[config.mk]
export PLATFORM = sky130hd
export DESIGN_NAME = b64crc_back
export DESIGN_NICKNAME = d
export VERILOG_FILES = /design/src/hdl/b64crc_pkg.sv /design/src/hdl/b64crc_back.sv
export SDC_FILE = /design/constraint.sdc
export NUM_CORES = 1
export LEC_CHECK = 0
export ABC_AREA = 1
export BUFFER_PORTS_ARGS = -buffer_cell sky130_fd_sc_hd__buf_2
export CORE_MARGIN = 5
export CORE_UTILIZATION = 35
export DETAILED_ROUTE_END_ITERATION = 10
export GPL_TIMING_DRIVEN = 0
export PLACE_DENSITY = 0.64
export SLEW_MARGIN = 10
export SYNTH_ARGS = -nofsm -noshare
export SYNTH_HDL_FRONTEND = slang
export SYNTH_SLANG_ARGS = --single-unit
[constraint.sdc]
create_clock -name clk -period 8.7 [get_ports clk]
set_input_delay 2.61 -clock clk [delete_from_list [all_inputs] [get_ports clk]]
set_output_delay 2.61 -clock clk [all_outputs]
set_load 0.02 [all_outputs]
[src/hdl/b64crc_pkg.sv]
// Package of the base64 dump encoder: constants, the queue entry type,
// the group phase type and the alphabet and CRC-32 functions. No dependencies.
`default_nettype none

package b64crc_pkg;

    localparam int CHUNK_BYTES_DEF = 48;
    localparam int QUEUE_DEPTH_DEF = 4;
    localparam int COUNT_W         = 6;
    localparam int CHAR_W          = 7;
    localparam int CRC_W           = 32;
    localparam int MAX_CHARS       = 4;

    localparam logic [CRC_W-1:0]  CRC_POLY = 32'hEDB8_8320;
    localparam logic [CRC_W-1:0]  CRC_INIT = 32'hFFFF_FFFF;
    localparam logic [CHAR_W-1:0] PAD_CHAR = 7'h3D;

    // Position of the next byte within its three-byte group.
    typedef enum logic [1:0] {
        PH_FIRST,
        PH_SECOND,
        PH_THIRD
    } phase_t;

    // All characters that one input byte causes, with their end marks.
    typedef struct packed {
        logic [MAX_CHARS-1:0][CHAR_W-1:0] chars;
        logic [1:0]                       last_idx;
        logic                             chunk_end;
        logic                             stream_end;
        logic [CRC_W-1:0]                 crc;
    } job_t;

    function automatic logic [CHAR_W-1:0] b64_char(input logic [5:0] v);
        logic [CHAR_W-1:0] c;
        if (v < 6'd26) begin
            c = 7'd65 + {1'b0, v};
        end
        else if (v < 6'd52) begin
            c = 7'd71 + {1'b0, v};
        end
        else if (v < 6'd62) begin
            c = {1'b0, v} - 7'd4;
        end
        else if (v == 6'd62) begin
            c = 7'h2B;
        end
        else begin
            c = 7'h2F;
        end
        return c;
    endfunction

    // One byte through the reflected CRC-32, bit by bit.
    function automatic logic [CRC_W-1:0] crc_byte(input logic [CRC_W-1:0] crc_in,
                                                 input logic [7:0] b);
        logic [CRC_W-1:0] c;
        c = crc_in ^ {24'd0, b};
        for (int i = 0; i < 8; i++) begin
            c = c[0] ? ((c >> 1) ^ CRC_POLY) : (c >> 1);
        end
        return c;
    endfunction

endpackage

`default_nettype wire

[src/hdl/b64crc_back.sv]
// Back end: walks the characters of the queue head one per cycle, while the
// receiver takes them, into the output register. Depends on b64crc_pkg.
`default_nettype none

module b64crc_back
    import b64crc_pkg::*;
(
    input  wire logic              clk,
    input  wire logic              rst_n,
    input  wire job_t              head,
    input  wire logic              empty,
    output      logic              pop,
    output      logic              out_valid,
    input  wire logic              out_ready,
    output      logic [CHAR_W-1:0] text_char,
    output      logic              run_last,
    output      logic              chunk_end,
    output      logic              stream_end,
    output      logic [CRC_W-1:0]  crc_value
);

    logic [1:0]        idx_reg, idx_next;
    logic              valid_reg, valid_next;
    logic [CHAR_W-1:0] char_reg;
    logic              last_reg, cend_reg, send_reg;
    logic [CRC_W-1:0]  crc_reg;

    logic              emit;
    logic              at_last;

    assign emit    = (!valid_reg || out_ready) && !empty;
    assign at_last = (idx_reg == head.last_idx);
    assign pop     = emit && at_last;

    assign out_valid  = valid_reg;
    assign text_char  = char_reg;
    assign run_last   = last_reg;
    assign chunk_end  = cend_reg;
    assign stream_end = send_reg;
    assign crc_value  = crc_reg;

    always_ff @(posedge clk or negedge rst_n)
    begin
        if (!rst_n)
        begin
            idx_reg   <= '0;
            valid_reg <= 1'b0;
        end
        else
        begin
            idx_reg   <= idx_next;
            valid_reg <= valid_next;
        end
    end

    always_ff @(posedge clk)
    begin
        if (emit)
        begin
            char_reg <= head.chars[idx_reg];
            last_reg <= at_last;
            cend_reg <= at_last && head.chunk_end;
            send_reg <= at_last && head.stream_end;
            crc_reg  <= at_last ? head.crc : '0;
        end
    end

    always_comb
    begin
        idx_next   = idx_reg;
        valid_next = valid_reg;
        if (emit)
        begin
            idx_next   = at_last ? 2'd0 : idx_reg + 2'd1;
            valid_next = 1'b1;
        end
        else if (out_ready)
        begin
            valid_next = 1'b0;
        end
    end

endmodule

`default_nettype wire

# After elaboration in Yosys (flattened, before gate mapping)
# Index checks and enable logic that the tools add are counted.
# op_classes
n_addsub,1
order_cmp,1
n_eq_ne,1
mux,5
reduce_logical,8
# op_table
cell,n
$bmux 7 s2,1
$mux 7,1
$logic_and 1x1->1,4
$lt 2x3->1 const B,1
$add 2x1->2 const B,1
$eq 2x2->1,1
$logic_not 1->1,2
$mux 1,2
$mux 2,1
$reduce_bool 2->1,1
$logic_or 1x1->1,1
# totals
ff_bits,45
inputBits,68
out_inout_bits,44

# Depth between registers and ports, before layout
# depth
ltp_word,4
mapped_depth,8
ltp_nobuf,6

# Worst setup path before layout
# Ideal clock, no wire load.
# synth_path
path_type,in2out
from,in out_ready
to,out pop
t_arrival_ns,5.490
t_required_ns,6.090
path_slack_ns,0.600
path_stages,4
n_path_buf,0
cell_sequence,inv_1 a21oi_1 inv_1 nor2_4
# synth_between
elab_chain_len,3
# synth_lines
element,line_no,text
start: declaration,b64crc_back.sv:14,"input wire logic out_ready,"
$logic_or 1x1->1,b64crc_back.sv:31,assign emit = (!valid_reg || out_ready) && !empty;
$logic_and 1x1->1,b64crc_back.sv:31,
named net emit,b64crc_back.sv:28,logic emit;
$logic_and 1x1->1,b64crc_back.sv:33,assign pop = emit && at_last;
end: declaration,b64crc_back.sv:12,"output logic pop,"
# The timed path passes the listed nets, and every way through them passes these cells.

# Worst setup path after layout
# Same ends and word-level chain as after synthesis.

==> results.cfg <==
[outcome]
outcome = complete, no violations

[timing]
holdWs_ns = 0.567
period_minus_slack_ns = 6.50
rsz0062_at_grt = false
relSlewSlack_pct = 57.5
hold_violations = 0
setup_viol = 0
post-route-period-util_pct = 74.7
finalClockSkew_ns = 0.00249
fmax_ghz = 0.154
slew_viol_final = 0
tightest_slew_ns = 0.636

[logic_synthesis]
synth.most_common_cell = edfxtp_1
ys_seq_elements = 45
syn_nets = 249
synth_warnings = 0
synth_top_area_share_pct = 60.2
synthCells = 181
synthTopCellsByArea = edfxtp_1 60%, nor2_4 10%, inv_1 7.0%
ys_top_cells_by_count = 42 x edfxtp_1, 39 x inv_1, 30 x nor2_1
synth_top_area_cell = edfxtp_1
synth_ff_type = edfxtp_1
synth_edf_count = 42
netlist_area_mm2 = 0.00210
async_reset_ff_share_pct = 6.67
syn_area_per_cell_um2 = 11.6
synthDistinctLibCells = 18
synth_seq_area_share_pct = 63.8

[power]
p_per_area_mw_per_mm2 = 232
swShare_pct = 33.0
seq_power_share_pct = 42.6
peakVddDrop_mv = 0.0900
clock_power_share_pct = 22.5
p_int_mw = 0.453
switching_power_mw = 0.223
p_leak_nw = 1.42
pwr-share-comb_pct = 34.9

[finish]
fin_nets = 369
fin_util_pct = 49.6
diodes = 0
largest_reg_flops = 32
nFillCells = 548
layout-drive-gt1-share_pct = 49.7
area_delta_synth_final_pct = 39.2

[setup_path]
regToRegSetupSlack_ns = 7.05
crit_family = buffers and inverters
crit_cells = 7
r2r_end = crc_value[9]$_SDFFCE_PP0P_
worstReg2RegStart = out_valid$_DFFE_PN0P_
crit_path_max_fanout = 17
required_ns = 6.09
crit_buf_inv = 5
critPathLaunchType = input port
startpoint = out_ready
critPathCaptureType = primary output
worstPathArrival_ns = 3.89
rr_worst_depth = 3
crit_type = in -> out
slowest_stage = a21oi_4
crit_chain = buf_2 -> inv_1 -> a21oi_4 -> buf_16 -> inv_1 -> nor2_4 -> buf_2
endpoint = pop
max_stage_delay_ns = 0.53

[grt]
grt_overflow = 0
first_global_vias = 1633
grt_use_total_pct = 12.8
antenna_found_initial = 0
grt_max_degree = 18
grt_pass1_wl_um = 7570

[route]
drcViolationCount = 0
first_iter_violations = 57
ant_nets = 0
num_vias = 1611
wl_per_cell_um = 12.6
drt_first_pass_iters = 4
finalWirelength_um = 4750
routed_via_density = 4.27

[clocking]
postCtsHoldBufs = 0
cts_tree = yes
insertion_delay_ns = 0.29
clock-root-buffer = clkbuf_8
cts_setup_buffers = 0
cts_inserted_buffers = 5
cts_buffer_depth = 2
cts_resized = 0
cts-htree-levels = 2
clk_transition_reported_paths_ns = 0.08
cts.sinks = 45

[run]
maxCapViolations = 0

[floorplan]
start_util_pct = 35.6
die_h_um = 87.4
row_count = 28
die_area_mm2 = 0.00764
core_mm2 = 0.00589
io_pins = 112
die_x_um = 87.4

[place]
dp.final_hpwl_um = 3620
gp_congestion = 0.770
portBuffers = 111

[worst_hold_path]
holdCritPathClass = reg -> reg
## logic make-up (layout without fill, tap and decap cells)
group	Yosys count	in the layout	share of synthesized area, %
AND/OR/NAND/NOR	64	64	18.5
XOR/XNOR	1	1	0.418
AO/OA/AOI/OAI	22	22	5.67
buffers and inverters	49	170	11.6
flip-flops	45	45	63.8
## power groups by stage
| stage | sequential (mW) | clock, mW | combinational, mW |
|---|---|---|---|
| 2_1_floorplan | 0.329 | 0 | 0.131 |
| 3_3_place_gp | 0.294 | 0 | 0.231 |
| 3_5_place_dp | 0.293 | 0 | 0.241 |
| 4_1_cts | 0.288 | 0.158 | 0.241 |
| 5_1_grt | 0.291 | 0.169 | 0.261 |
| 6_report | 0.288 | 0.153 | 0.236 |
## worst min path at each step
stage / endpoint / from / slack, ns / cells after the start
2_1_floorplan: idx_reg[1]$_DFFE_PN0P_ / idx_reg[1]$_DFFE_PN0P_ / 0.59 / 3
3_3_place_gp: out_valid$_DFFE_PN0P_ / out_valid$_DFFE_PN0P_ / 0.47 / 2
3_5_place_dp: out_valid$_DFFE_PN0P_ / out_valid$_DFFE_PN0P_ / 0.55 / 2
4_1_cts: out_valid$_DFFE_PN0P_ / out_valid$_DFFE_PN0P_ / 0.57 / 2
5_1_grt: out_valid$_DFFE_PN0P_ / out_valid$_DFFE_PN0P_ / 0.61 / 2
6_report: out_valid$_DFFE_PN0P_ / out_valid$_DFFE_PN0P_ / 0.57 / 2
## tightest hold or removal path, stage by stage, from the launching register on
cell and delay [ns]:
dfrtp_1 0.41, nand2_1 0.07, nand2_1 0.05
## final cells by class
| class | count | area, um^2 | area share (%) |
|---|---|---|---|
| Timing Repair Buffer | 113 | 611 | 20.9 |
| Buffer | 8 | 85.1 | 2.92 |
| Sequential cell | 45 | 1340 | 45.8 |
| Tap cell | 75 | 93.8 | 3.22 |
| Inverter | 41 | 159 | 5.45 |
| Clock inverter | 2 | 33.8 | 1.16 |
| Clock buffer | 6 | 72.6 | 2.49 |
| Multi-Input combinational cell | 87 | 527 | 18.1 |
## layer usage
layer	GRT usage, %	up-vias	part of all wire, %
met4	3.35	0	0.95
met2	21.2	69	49
met3	4.54	5	9.8
met1	15.9	728	40
met5	0	-	0
li1	-	809	-
## stage by stage
stage          cells  setup TNS, ns  setup WS [ns]  cell area, um^2  total power [mW]
6_report         377              0           2.20             2920             0.677
5_1_grt          377              0           2.10             2920             0.721
4_1_cts          377              0           2.17             2920             0.688
3_5_place_dp     369              0           2.17             2810             0.534
3_3_place_gp     367         -0.877         -0.877             2750             0.525
2_1_floorplan    181              0          0.600             2100             0.460
## placed cells by master (no fill, tap or decap), types with 2 or more instances in the layout
master    synthesis  routed
buf_2             3     114
inv_1            39      39
nand2_1          12      12
nor2_4           19      19
buf_6             2       2
o21ai_0          14      14
dfrtp_1           3       3
nand3_1           2       2
buf_16            0       2
clkbuf_8          0       5
nor2_1           30      30
buf_12            2       2
edfxtp_1         42      42
o22ai_1           7       7
(Power assumes the default switching activity.)
