**src/hdl/b64crc_pkg.sv**
```systemverilog
// Package of the base64 dump encoder: constants, the queue entry type,
// the group phase type and the alphabet and CRC-32 functions. No dependencies.
`default_nettype none

package b64crc_pkg;

    localparam int CHUNK_BYTES_DEF = 48;
    localparam int QUEUE_DEPTH_DEF = 4;
    localparam int COUNT_W         = 6;
    localparam int CHAR_W          = 7;
    localparam int CRC_W           = 32;
    localparam int MAX_CHARS       = 4;

    localparam logic [CRC_W-1:0]  CRC_POLY = 32'hEDB8_8320;
    localparam logic [CRC_W-1:0]  CRC_INIT = 32'hFFFF_FFFF;
    localparam logic [CHAR_W-1:0] PAD_CHAR = 7'h3D;

    // Position of the next byte within its three-byte group.
    typedef enum logic [1:0] {
        PH_FIRST,
        PH_SECOND,
        PH_THIRD
    } phase_t;

    // All characters that one input byte causes, with their end marks.
    typedef struct packed {
        logic [MAX_CHARS-1:0][CHAR_W-1:0] chars;
        logic [1:0]                       last_idx;
        logic                             chunk_end;
        logic                             stream_end;
        logic [CRC_W-1:0]                 crc;
    } job_t;

    function automatic logic [CHAR_W-1:0] b64_char(input logic [5:0] v);
        logic [CHAR_W-1:0] c;
        if (v < 6'd26) begin
            c = 7'd65 + {1'b0, v};
        end
        else if (v < 6'd52) begin
            c = 7'd71 + {1'b0, v};
        end
        else if (v < 6'd62) begin
            c = {1'b0, v} - 7'd4;
        end
        else if (v == 6'd62) begin
            c = 7'h2B;
        end
        else begin
            c = 7'h2F;
        end
        return c;
    endfunction

    // One byte through the reflected CRC-32, bit by bit.
    function automatic logic [CRC_W-1:0] crc_byte(input logic [CRC_W-1:0] crc_in,
                                                 input logic [7:0] b);
        logic [CRC_W-1:0] c;
        c = crc_in ^ {24'd0, b};
        for (int i = 0; i < 8; i++) begin
            c = c[0] ? ((c >> 1) ^ CRC_POLY) : (c >> 1);
        end
        return c;
    endfunction

endpackage

`default_nettype wire

```
**src/hdl/b64crc_fifo.sv**
```systemverilog
// Short queue of per-byte jobs between the front and back ends.
// Depends on b64crc_pkg.
`default_nettype none

module b64crc_fifo
    import b64crc_pkg::*;
#(
    parameter int DEPTH = QUEUE_DEPTH_DEF
) (
    input  wire logic clk,
    input  wire logic rst_n,
    input  wire logic push,
    input  wire job_t wr_job,
    input  wire logic pop,
    output      job_t rd_job,
    output      logic full,
    output      logic empty
);

    localparam int PTR_W = (DEPTH > 1) ? $clog2(DEPTH) : 1;
    localparam int CNT_W = $clog2(DEPTH + 1);

    job_t             mem [DEPTH];
    logic [PTR_W-1:0] wr_ptr_reg, wr_ptr_next;
    logic [PTR_W-1:0] rd_ptr_reg, rd_ptr_next;
    logic [CNT_W-1:0] count_reg, count_next;

    assign full   = (count_reg == CNT_W'(DEPTH));
    assign empty  = (count_reg == '0);
    assign rd_job = mem[rd_ptr_reg];

    always_ff @(posedge clk)
    begin
        if (push)
        begin
            mem[wr_ptr_reg] <= wr_job;
        end
    end

    always_ff @(posedge clk or negedge rst_n)
    begin
        if (!rst_n)
        begin
            wr_ptr_reg <= '0;
            rd_ptr_reg <= '0;
            count_reg  <= '0;
        end
        else
        begin
            wr_ptr_reg <= wr_ptr_next;
            rd_ptr_reg <= rd_ptr_next;
            count_reg  <= count_next;
        end
    end

    always_comb
    begin
        wr_ptr_next = wr_ptr_reg;
        rd_ptr_next = rd_ptr_reg;
        count_next  = count_reg;
        if (push)
        begin
            wr_ptr_next = (wr_ptr_reg == PTR_W'(DEPTH - 1)) ? '0 : wr_ptr_reg + 1'b1;
        end
        if (pop)
        begin
            rd_ptr_next = (rd_ptr_reg == PTR_W'(DEPTH - 1)) ? '0 : rd_ptr_reg + 1'b1;
        end
        if (push && !pop)
        begin
            count_next = count_reg + 1'b1;
        end
        else if (pop && !push)
        begin
            count_next = count_reg - 1'b1;
        end
    end

endmodule

`default_nettype wire

```
**config.mk**
```make
export PLATFORM = sky130hd
export DESIGN_NAME = b64crc_fifo
export DESIGN_NICKNAME = d
export VERILOG_FILES = /design/src/hdl/b64crc_pkg.sv /design/src/hdl/b64crc_fifo.sv
export SDC_FILE = /design/constraint.sdc
export NUM_CORES = 1
export LEC_CHECK = 0
export BUFFER_PORTS_ARGS = -buffer_cell sky130_fd_sc_hd__clkbuf_2
export CORE_MARGIN = 1.5
export CORE_UTILIZATION = 45
export CTS_CLUSTER_DIAMETER = 80
export DETAILED_ROUTE_END_ITERATION = 7
export HOLD_SLACK_MARGIN = 0.06
export PLACE_DENSITY = 0.66
export SLEW_MARGIN = 10
export SYNTH_ARGS = -nofsm -noshare
export SYNTH_HDL_FRONTEND = slang
export SYNTH_SLANG_ARGS = --single-unit
```
**constraint.sdc**
```tcl
create_clock -name clk -period 2.8 [get_ports clk]
set_input_delay 0.14 -clock clk [delete_from_list [all_inputs] [get_ports clk]]
set_output_delay 0.14 -clock clk [all_outputs]
set_load 0.03 [all_outputs]
```
### Yosys cells after proc, flatten, opt, wreduce, memory -nomap -nowiden

Memory sizes are Yosys's and may differ from the RTL's.
Index checks and enable logic that the tools add are counted.

| storage, ports and cells | value |
|---|---|
| memories kept | 1 |
| bits in read-only memories | 0 |
| input port bits | 68 |
| output and inout bits | 66 |
| bits in latches | 0 |
| word-level logic and storage cells | 23 |
| bits in writable memories | 256 |
| flip-flop bits (word level) | 7 |

| operators by class | value |
|---|---|
| bitwise logic cells | 0 |
| shifts and indexed selects | 0 |
| $mul | 0 |
| magnitude comparators | 0 |
| add/sub/neg operators | 4 |
| multiplexer cells | 6 |
| div/mod/pow operators | 0 |
| equal/unequal tests | 3 |
| reductions and logical operators | 6 |

Memories:

| memory | words | width | read ports | clocked after memory_dff | write ports | line | text |
|---|---|---|---|---|---|---|---|
| mem | 4 | 64 | 1 | 0 | 1 | b64crc_fifo.sv:23 | `job_t mem [DEPTH];` |

Operator list:

| operator | number |
|---|---|
| $mux W3 | 2 |
| $add A2 B1 Y2 const B | 2 |
| $eq A2 B2 Y1 const B | 2 |
| $mux W2 | 2 |
| $add A3 B1 Y3 const B | 1 |
| $eq A3 B3 Y1 const B | 1 |
| $logic_not A3 Y1 | 1 |
| $sub A3 B1 Y3 const B | 1 |
| $logic_and A1 B1 Y1 | 2 |
| $logic_not A1 Y1 | 2 |
| $mux W1 | 2 |
| $reduce_bool A2 Y1 | 1 |

### Depth between registers and ports, before layout

| logic depth | value |
|---|---|
| word-level depth | 4 |
| mapped depth | 7 |
| gate-level depth less buffers | 7 |

### Worst setup path after synthesis

No wires, ideal clock.

| timing path | value |
|---|---|
| kind | register -> register |
| start point | register wr_ptr_reg[0] |
| end point | memory mem[0][0] (netlist bit) (enable) |
| cell stages (with the launch flop) | 4 |
| period minus slack after synthesis | 2558 ps |
| data arrival time | 2129 ps |
| setup time | 429 ps |
| buffers on the path | 0 |
| slack | 242 ps |
| required time | 2371 ps |
| cells stage by stage | dfrtp_1 > inv_1 > ha_1 > and2_1 |

RTL lines:

| item | line | text |
|---|---|---|
| from (decl) | b64crc_fifo.sv:24 | `logic [PTR_W-1:0] wr_ptr_reg, wr_ptr_next;` |
| from (signal assigned) | b64crc_fifo.sv:50 | `wr_ptr_reg <= wr_ptr_next;` |
| to (decl) | b64crc_fifo.sv:23 |  |

Straight into the memory's write port.

==> metrics.txt <==
max-slew violations 0; Initial Util 45.88%; CP endpoint rd_job[21]; Die Ht 149.4 µm; post-CTS sizing 0; clock period minus final worst setup slack 2459 ps; Vias 4,572; All-Layer GR Usage 16.18%; Post-Synth Simple-Gate Area 0.5837%; row count 53; die extent in x 149.4 µm; Crit. Startpoint rd_ptr_reg[1]; postcts setup bufs 0; Power Dens Cells 1061 nW/µm²; Placed Area 10,700 µm²; Synth Area per Inst 26.00 µm²; CTS tree yes; Synth Net Count 446; Clock Path Buffers 3; Compound-Gate Fraction of Synth Area 0.1038%; RR Startpoint rd_ptr_reg[1]; drt pass-1 iters 4; clock skew 8.669 ps; Final setup viols 0; mux contribution to synthesized area 15.29%; area grow syn2layout 26.96%; CP Capture Type output pin; synth top area cells edfxtp_1, mux4_2, dfrtp_1, ha_1, buf_6; area fraction of the dominant cell type after synthesis 79.70%; antenna violations before repair 1; CP Launch Type flop; WS Path Type reg -> out; post-synth cell types 19; share of cells above drive strength 1 40.65%; cell area after layout 12,250 µm²; Most used DFF post-synth edfxtp_1; PortBufs 133; main combinational cell family by area after synthesis multiplexers; Adder-Cell Fraction of Synth Area 0.9859%; H-tree levels 1; unrepaired setup endpoints after global routing false; sequential area share after synthesis 81.52%; commonest non-fill, non-tap cells in the layout edfxtp_1, clkbuf_2, dlygate4sd3_1; largest net degree at the start of global routing 67; Num CTS Buffers 27; DRC 0; ys async rst share 2.662%; fin crit share 87.82%; CTS root buf clkbuf_16; clk slew on worst S/H paths 60 ps; Max VDD drop 0.7376 mV; post-synthesis cell count 371; GP Congestion 0.6384; gr ovfl total 0; Max Cap Viol 0; XOR/XNOR Fraction of Synth Area 0.2724%; Final #Nets 671; CP Data Arrival Time 2320 ps; Final HPWL DP 10.43 mm; LEAKAGE 4.286 nW; post-DR vias/cell 5.131; reg-to-reg slack, setup 960 ps; post-route ant nets 0; DR WL/cell 19.79 µm; reg2reg end rd_ptr_reg[1]; max reg flops 256; Worst R2R Path Depth 2; Crit Path Max Fanout 66; Post-Syn Area 9646 µm²; vias in the first global route 5,071; DR iter-0 viols 236; number of synthesized flops with an enable pin 256; Synth Warn # 0; final wirelength 17.64 mm; I/O pin count 134; core footprint 21,020 µm²; Fmax achieved 0.4067 GHz; Slew headroom 32.67%; first-pass GRT wire length 27.08 mm; worst min path class in -> reg; Synth Register Bits 263; worst slew pin tran 1010 ps; post-route setup TNS 0 ps; die area 22,320 µm²; Worst Path Required 2660 ps; worst-skew pair later-pin latency 510 ps; commonest non-fill, non-tap cell in the layout edfxtp_1; Hold Vio Cnt, Final 0; post-synth top area cell edfxtp_1; status finished clean; clock sinks 263
## where the power goes
group	leakage, nW	internal (mW)	switching, mW
clock network	0.423	2.12	1.36
logic	1.43	1.62	2.40
registers	2.43	5.05	0.451
total	4.29	8.79	4.21
## per-stage QoR
step | total power, mW | cells | setup WS [ps] | util, % | hold slack, ps
after global routing | 13.59 | 890 | 216.6 | 58.24 | 374.8
after global placement | 9.543 | 774 | 867.0 | 50.89 | -9.255
after CTS | 13.21 | 890 | 285.3 | 58.24 | 358.4
after detailed placement | 9.638 | 774 | 843.8 | 50.89 | -3.774
final | 12.99 | 891 | 341.0 | 58.25 | 384.5
after floorplan | 8.458 | 371 | 242.1 | - | -155.6
## worst max-delay path: stages (launching register included)
cell and delay, ps:
dfrtp_4 1070, mux4_2 460, clkbuf_2 210
## synthesized netlist by cell type, types with 2 or more instances
cell type  number
buf_6           5
nand2_1         2
nor2_1          3
ha_1            6
o21ai_0         2
inv_1           4
buf_4           2
mux4_2         64
mux2_2          3
xor2_1          2
dfrtp_1         7
buf_2           6
and2_1          4
edfxtp_1      256
## kinds of logic after synthesis
family / Yosys count
DFF: 263
xor gates and xnor gates: 3
adders and majority gates: 7
buffers and inverters: 18
muxes: 67
AOI/OAI and AO/OA: 2
and+or+nand+nor: 11
## metal layers
layer  up-vias  GRT usage (%)  wire length, µm
li1       2042              -                -
met1      2372          21.04             7362
met2       138          28.27             9060
met3        20          3.180              975
met4         0          3.564              240
met5         -              0                0
## what timing repair did
item,in CTS,in global routing
endpoints found under the hold margin,267,0
hold buffers,68,0
endpoints found under the setup margin,0,0
## worst min path at each step
stage | depth (start not counted) | from | endpoint | slack (ps)
6_report | 2 | wr_job[4] | mem[2][4] | 380
5_1_grt | 2 | wr_job[28] | mem[3][28] | 370
4_1_cts | 2 | wr_job[63] | mem[3][63] | 360
3_5_place_dp | 1 | rst_n | count_reg[1] | -4
3_3_place_gp | 1 | rst_n | count_reg[2] | -9
2_1_floorplan | 0 | rst_n | count_reg[0] | -160
## area by class of cell
class | instances | area, µm²
inverters | 4 | 15.01
multi-input cells | 90 | 1673
flip-flops and latches | 263 | 7870
fillers | 1543 | 8776
well taps | 275 | 344.1
diodes | 1 | 2.502
clock inverters | 16 | 170.2
clock buffers | 32 | 694.4
repair buffers | 210 | 1476
No activity file was read; power rests on OpenSTA's default activity.
