### src/hdl/b64crc_pkg.sv
// Package of the base64 dump encoder: constants, the queue entry type,
// the group phase type and the alphabet and CRC-32 functions. No dependencies.
`default_nettype none

package b64crc_pkg;

    localparam int CHUNK_BYTES_DEF = 48;
    localparam int QUEUE_DEPTH_DEF = 4;
    localparam int COUNT_W         = 6;
    localparam int CHAR_W          = 7;
    localparam int CRC_W           = 32;
    localparam int MAX_CHARS       = 4;

    localparam logic [CRC_W-1:0]  CRC_POLY = 32'hEDB8_8320;
    localparam logic [CRC_W-1:0]  CRC_INIT = 32'hFFFF_FFFF;
    localparam logic [CHAR_W-1:0] PAD_CHAR = 7'h3D;

    // Position of the next byte within its three-byte group.
    typedef enum logic [1:0] {
        PH_FIRST,
        PH_SECOND,
        PH_THIRD
    } phase_t;

    // All characters that one input byte causes, with their end marks.
    typedef struct packed {
        logic [MAX_CHARS-1:0][CHAR_W-1:0] chars;
        logic [1:0]                       last_idx;
        logic                             chunk_end;
        logic                             stream_end;
        logic [CRC_W-1:0]                 crc;
    } job_t;

    function automatic logic [CHAR_W-1:0] b64_char(input logic [5:0] v);
        logic [CHAR_W-1:0] c;
        if (v < 6'd26) begin
            c = 7'd65 + {1'b0, v};
        end
        else if (v < 6'd52) begin
            c = 7'd71 + {1'b0, v};
        end
        else if (v < 6'd62) begin
            c = {1'b0, v} - 7'd4;
        end
        else if (v == 6'd62) begin
            c = 7'h2B;
        end
        else begin
            c = 7'h2F;
        end
        return c;
    endfunction

    // One byte through the reflected CRC-32, bit by bit.
    function automatic logic [CRC_W-1:0] crc_byte(input logic [CRC_W-1:0] crc_in,
                                                 input logic [7:0] b);
        logic [CRC_W-1:0] c;
        c = crc_in ^ {24'd0, b};
        for (int i = 0; i < 8; i++) begin
            c = c[0] ? ((c >> 1) ^ CRC_POLY) : (c >> 1);
        end
        return c;
    endfunction

endpackage

`default_nettype wire

### src/hdl/b64crc_front.sv
// Front end: takes dump bytes, runs the CRC, group and chunk bookkeeping and
// builds one queue entry per byte. Depends on b64crc_pkg.
`default_nettype none

module b64crc_front
    import b64crc_pkg::*;
#(
    parameter int CHUNK_BYTES = CHUNK_BYTES_DEF
) (
    input  wire logic       clk,
    input  wire logic       rst_n,
    input  wire logic       in_valid,
    output      logic       in_ready,
    input  wire logic [7:0] data_byte,
    input  wire logic       final_byte,
    input  wire logic       queue_full,
    output      logic       push,
    output      job_t       job
);

    phase_t             phase_reg, phase_next;
    logic [3:0]         left_reg, left_next;
    logic [CRC_W-1:0]   crc_reg, crc_next;
    logic [COUNT_W-1:0] count_reg, count_next;

    logic [CRC_W-1:0]   crc_upd;
    logic [COUNT_W:0]   count_sum;
    logic               cend;
    phase_t             phase_after;
    logic [3:0]         left_after;

    assign in_ready = !queue_full;
    assign push     = in_valid && in_ready;

    always_ff @(posedge clk or negedge rst_n)
    begin
        if (!rst_n)
        begin
            phase_reg <= PH_FIRST;
            left_reg  <= '0;
            crc_reg   <= CRC_INIT;
            count_reg <= '0;
        end
        else
        begin
            phase_reg <= phase_next;
            left_reg  <= left_next;
            crc_reg   <= crc_next;
            count_reg <= count_next;
        end
    end

    always_comb
    begin
        crc_upd   = crc_byte(crc_reg, data_byte);
        count_sum = {1'b0, count_reg} + (COUNT_W+1)'(1);
        cend      = final_byte || (count_sum >= (COUNT_W+1)'(CHUNK_BYTES));

        job.chars      = {MAX_CHARS{PAD_CHAR}};
        job.last_idx   = 2'd0;
        phase_after    = PH_FIRST;
        left_after     = '0;

        unique case (phase_reg)
            PH_FIRST:
            begin
                job.chars[0] = b64_char(data_byte[7:2]);
                left_after   = {2'b00, data_byte[1:0]};
                phase_after  = PH_SECOND;
            end
            PH_SECOND:
            begin
                job.chars[0] = b64_char({left_reg[1:0], data_byte[7:4]});
                left_after   = data_byte[3:0];
                phase_after  = PH_THIRD;
            end
            PH_THIRD:
            begin
                job.chars[0] = b64_char({left_reg, data_byte[7:6]});
                job.chars[1] = b64_char(data_byte[5:0]);
                job.last_idx = 2'd1;
            end
            default:
            begin
                job.chars[0] = PAD_CHAR;
            end
        endcase

        // Flush the partial group; the pad characters are already preset.
        if (cend)
        begin
            if (phase_after == PH_SECOND)
            begin
                job.chars[1] = b64_char({left_after[1:0], 4'b0000});
                job.last_idx = 2'd3;
            end
            else if (phase_after == PH_THIRD)
            begin
                job.chars[1] = b64_char({left_after, 2'b00});
                job.last_idx = 2'd2;
            end
        end

        job.chunk_end  = cend;
        job.stream_end = final_byte;
        job.crc        = final_byte ? ~crc_upd : '0;

        phase_next = phase_reg;
        left_next  = left_reg;
        crc_next   = crc_reg;
        count_next = count_reg;
        if (push)
        begin
            phase_next = cend ? PH_FIRST : phase_after;
            left_next  = cend ? 4'd0 : left_after;
            crc_next   = final_byte ? CRC_INIT : crc_upd;
            count_next = cend ? '0 : count_sum[COUNT_W-1:0];
        end
    end

endmodule

`default_nettype wire

### config.mk
export PLATFORM = sky130hd
export DESIGN_NAME = b64crc_front
export DESIGN_NICKNAME = d
export VERILOG_FILES = /design/src/hdl/b64crc_pkg.sv /design/src/hdl/b64crc_front.sv
export SDC_FILE = /design/constraint.sdc
export NUM_CORES = 1
export LEC_CHECK = 0
export BUFFER_PORTS_ARGS = -buffer_cell sky130_fd_sc_hd__buf_2
export CORE_UTILIZATION = 58
export CTS_CLUSTER_DIAMETER = 150
export DETAILED_ROUTE_END_ITERATION = 10
export PLACE_DENSITY_LB_ADDON = 0.1
export SETUP_SLACK_MARGIN = 0.4
export SYNTH_ARGS = -nofsm -noshare
export SYNTH_HDL_FRONTEND = slang
export SYNTH_SLANG_ARGS = --single-unit
### constraint.sdc
create_clock -name clk -period 3.7 [get_ports clk]
set_clock_uncertainty 0.1 [all_clocks]
set_input_delay 0.37 -clock clk [delete_from_list [all_inputs] [get_ports clk]]
set_output_delay 0.37 -clock clk [all_outputs]
set_load 0.02 [all_outputs]
### Word level (Yosys, flattened, before mapping)

Cells that the tools add are included.

* register bits: 44
* output and inout bits: 66
* input port bits: 13
* logic and storage cells: 110

* reductions and logical operators: 4
* bitwise logic cells: 10
* muxes and demuxes: 46
* $lt $le $gt $ge: 19
* add/subtract/negate cells: 19
* eq/ne operators: 8

Operator list (number)
* two-way mux 32 bit: 10
* two-way mux 7 bit: 22
* inverter 13 -> 14 bit: 8
* adder 7 x 6 -> 7 bit, first input constant: 12
* < comparator 6 bit, second input constant: 12
* subtractor 6 x 3 -> 7 bit, second input constant: 6
* < comparator 6 x 5 -> 1 bit, second input constant: 6
* inverter 32 bit: 1
* XOR 32 x 8 -> 32 bit: 1
* == test 6 bit, second input constant: 4
* case mux 7 bit (3 select lines): 1
* two-way mux 3 bit: 4
* two-way mux 2 bit: 4
* case mux 4 bit (2 select lines): 1
* adder 6 x 1 -> 7 bit, second input constant: 1
* >= comparator 7 x 6 -> 1 bit, second input constant: 1
* two-way mux 6 bit: 1
* == test 2 x 1 -> 1 bit, second input constant: 2
* == test 2 bit, second input constant: 2
* two-way mux 4 bit: 1
* case mux 2 bit (2 select lines): 1
* zero test 2 bit: 1
* logical AND 1 bit: 1
* zero test 1 bit: 1
* other kinds (2): 2

### Logic depth before layout (Yosys ltp)

* depth in word-level cells: 19
* gate-level depth with buffers: 10

### Worst setup path before layout

Ideal clock, no wire load.

* path kind: input to output
* start: input port data_byte[6]
* end: output port job[40] (netlist bit)
* setup slack: 0.666 ns
* required time: 3.230 ns
* stages on the path: 9
* arrival time: 2.564 ns
* buffers on the path: 1
* path through: clkbuf_1 > inv_1 > ha_1 > a21o_1 > a21oi_1 > mux2_2 > a221oi_1 > a211oi_1 > o32a_1

RTL lines
* start: declaration: RTL line b64crc_front.sv:14 `input wire logic [7:0] data_byte,`
* end: declaration: RTL line b64crc_front.sv:18 `output job_t job`

==> results.cfg <==
[outcome]
status = finished, final reports clean

[clocking]
clkSlewWorstSetupHoldPaths_ns = 0.10
clk_latency_ns = 0.30
cts_inserted_buffers = 5
cts.sinks = 44
h-tree-depth = 2
clock_path_buffers = 2
cts-root-buf = clkbuf_8
ctsHoldBuffers = 0
cts_tree = yes

[worst_setup_path]
cp-end-kind = output port
slowest_stage = dfrtp_2
r2r_cells = 7
worstSetupPathType = flip-flop to output port
crit-reg2reg-launch = crc_reg[7]$_DFFE_PN1P_
critPathMaxStageDelay_ns = 0.44
crit_chain = nor2b_4 > nand2_1 > nor2_4 > ha_1 > a21o_1 > a21oi_1 > xnor2_1 > a21oi_1 > a22oi_1 > buf_2
r2r_slack_ns = 1.42
cp_common_cell = a21oi_1
cp.required_ns = 3.23
cp_max_fo = 6
reg2reg_to = crc_reg[19]$_DFFE_PN1P_
startpoint_type = flip-flop
cp.arrival_ns = 2.62

[timing]
finalCritPeriodShare_pct = 83.63
rsz0062_at_grt = false
setup_tns_ns = 0
tightest_slew_ns = 1.004
clock.fmax_ghz = 0.3232
slew_headroom_pct = 33.06
finalHoldWorstSlack_ns = 0.1453
final-max-slew-violation-count = 0
final-hold-violation-count = 0
final.setup.worst_slack_ns = 0.6058
setup_viol = 0
period_needed_ns = 3.094

[synthesis]
ys_async_sr_fraction_pct = 100.0
synth.area.top_cells = dfstp_2 18%, xnor2_1 9.7%, a21oi_1 6.4%
synth-main-ff-cell = dfstp_2
postSynthAreaPerCell_um2 = 7.960
synthCells = 589
synth_area_um2 = 4688
synth_top_area_share_pct = 17.93
ys_seq_elements = 44
yosysWarnings = 0
synth_edf_count = 0
synth_area_leader_cell = dfstp_2
synthTopCellsByCount = 60 x a21oi_1, 60 x nor2_1, 52 x xnor2_1
synth_cell_types = 57
ys_seq_area_share_pct = 24.34

[route]
routed_wirelength_um = 12510
post_drt_wl_per_cell_um = 17.02
via_count = 4385
via_per_inst = 5.966
drc = 0
antenna_left = 0
drtIter0Drc = 332
first_pass_iters = 5

[pwr]
power.leakage_nw = 2.205
ir_worst_vdd_uv = 890.5
power.density_nw_per_um2 = 943.8
power_mw = 4.883

[placed_design]
place_area_um2 = 5002
place_hpwl_um = 9217
post-place-ws_ns = 0.4490
place_congestion = 0.9320
port_buffers = 64
dp_cells = 724

[floorplanning]
coreArea_um2 = 7767
die_h_um = 91.91
pin_count = 79
fp.dieW_um = 91.91
die_area_um2 = 8447
initial_core_util_pct = 60.36
core.rowCount = 32

[global_routing]
antenna_found_initial = 0
grt_use_total_pct = 29.92
grt_start_max_net_pins = 45
grt_pass1_vias = 3893
grt_pass1_wl_um = 20130
overflow = 0

[min_path]
hold_path_class = input pin to async pin

[finish]
final_net_count = 668
drive_gt1_share_pct = 23.38
utilization_pct = 66.61
largest_register_ffs = 32
diodes = 0
fin_area_um2 = 5174
area_growth_pct = 10.35
fin_cells = 735

[flow_run]
cap_viol_max_count = 0
-- cell families (layout without fill, tap and decap cells) --
| logic type | after synthesis | count (layout) | share of synthesized area, % |
|---|---|---|---|
| other | 2 | 14 | 0.1602 |
| AOI/OAI and AO/OA | 167 | 167 | 22.20 |
| and+or+nand+nor | 189 | 189 | 19.32 |
| DFF | 44 | 44 | 24.34 |
| xor gates and xnor gates | 85 | 85 | 19.64 |
| muxes | 2 | 2 | 0.4537 |
| buffers and inverters | 77 | 109 | 7.580 |
| adders and majority gates | 23 | 23 | 6.298 |
-- worst max-delay path: cells and delay by family, from the launching register on --
kind	cells	cell delay, ns
flops	1	0.44
buf+inv	1	0.20
compound gates	4	0.61
xor+xnor	1	0.15
simple gates	3	0.67
fa+ha+maj	1	0.26
-- cells in the final DEF (no fill, tap or decap), types with 3 or more instances in the layout --
cell / count
buf_4: 16
a221oi_1: 5
xor2_4: 3
xor2_1: 17
nor2_1: 59
nor4_1: 3
dfrtp_1: 9
buf_2: 63
a21oi_1: 59
conb_1: 14
xnor2_2: 9
o21ai_0: 31
a22oi_1: 6
inv_1: 21
a31oi_1: 8
ha_1: 21
nand2b_1: 8
nand2_1: 42
nand3_1: 7
dfstp_2: 32
nor3_1: 15
nor2b_1: 10
a21o_1: 9
a211oi_1: 12
and2_1: 32
dfrtp_2: 3
clkbuf_8: 5
o31ai_1: 7
o22ai_1: 8
xnor2_1: 52
a211o_1: 3
nand4_1: 3
-- layer usage --
layer / global-route usage (%) / wire, µm / share of wire, % / up-vias
li1: - / - / - / 2083
met1: 43.64 / 5721 / 46 / 2097
met2: 45.77 / 5736 / 46 / 191
met3: 6.551 / 919 / 7.3 / 14
met4: 5.469 / 130 / 1.0 / 0
met5: 0 / 0 / 0 / -
-- how the worst max path moves through the flow --
stage,from,endpoint,slack [ns],cells after the start
after floorplan,data_byte[6],job[40],0.67,9
after global placement,phase_reg[0]$_DFFE_PN0P_,job[48],0.48,10
after detailed placement,phase_reg[0]$_DFFE_PN0P_,job[48],0.45,10
after CTS,phase_reg[0]$_DFFE_PN0P_,job[48],0.44,10
after global routing,data_byte[5],job[38],0.42,9
final,phase_reg[0]$_DFFE_PN0P_,job[48],0.61,10
-- power breakdown --
group          internal (mW)  switching [mW]  leakage (nW)  total [mW]
combinational           1.50            2.11          1.66        3.61
clock                  0.204           0.182        0.0548       0.386
sequential             0.744           0.146         0.492       0.890
total                   2.45            2.43          2.21        4.88
-- layout make-up --
type                       count  area [µm²]
clock buffer                   5       68.82
clock inverter                 3       46.29
sequential                    44        1145
timing repair buffer          80       442.9
inverter                      21       78.83
fill                         684        2594
multi-input combinational    480        3264
tap                          102       127.6
-- repair_timing --
item                                    CTS  global route
endpoints found under the setup margin    4             7
setup buffers                             0             3
gates resized for setup                   3             9
pin swaps                                 0             0
endpoints found under the hold margin     0             0
Power figures use the tool's default switching activity.
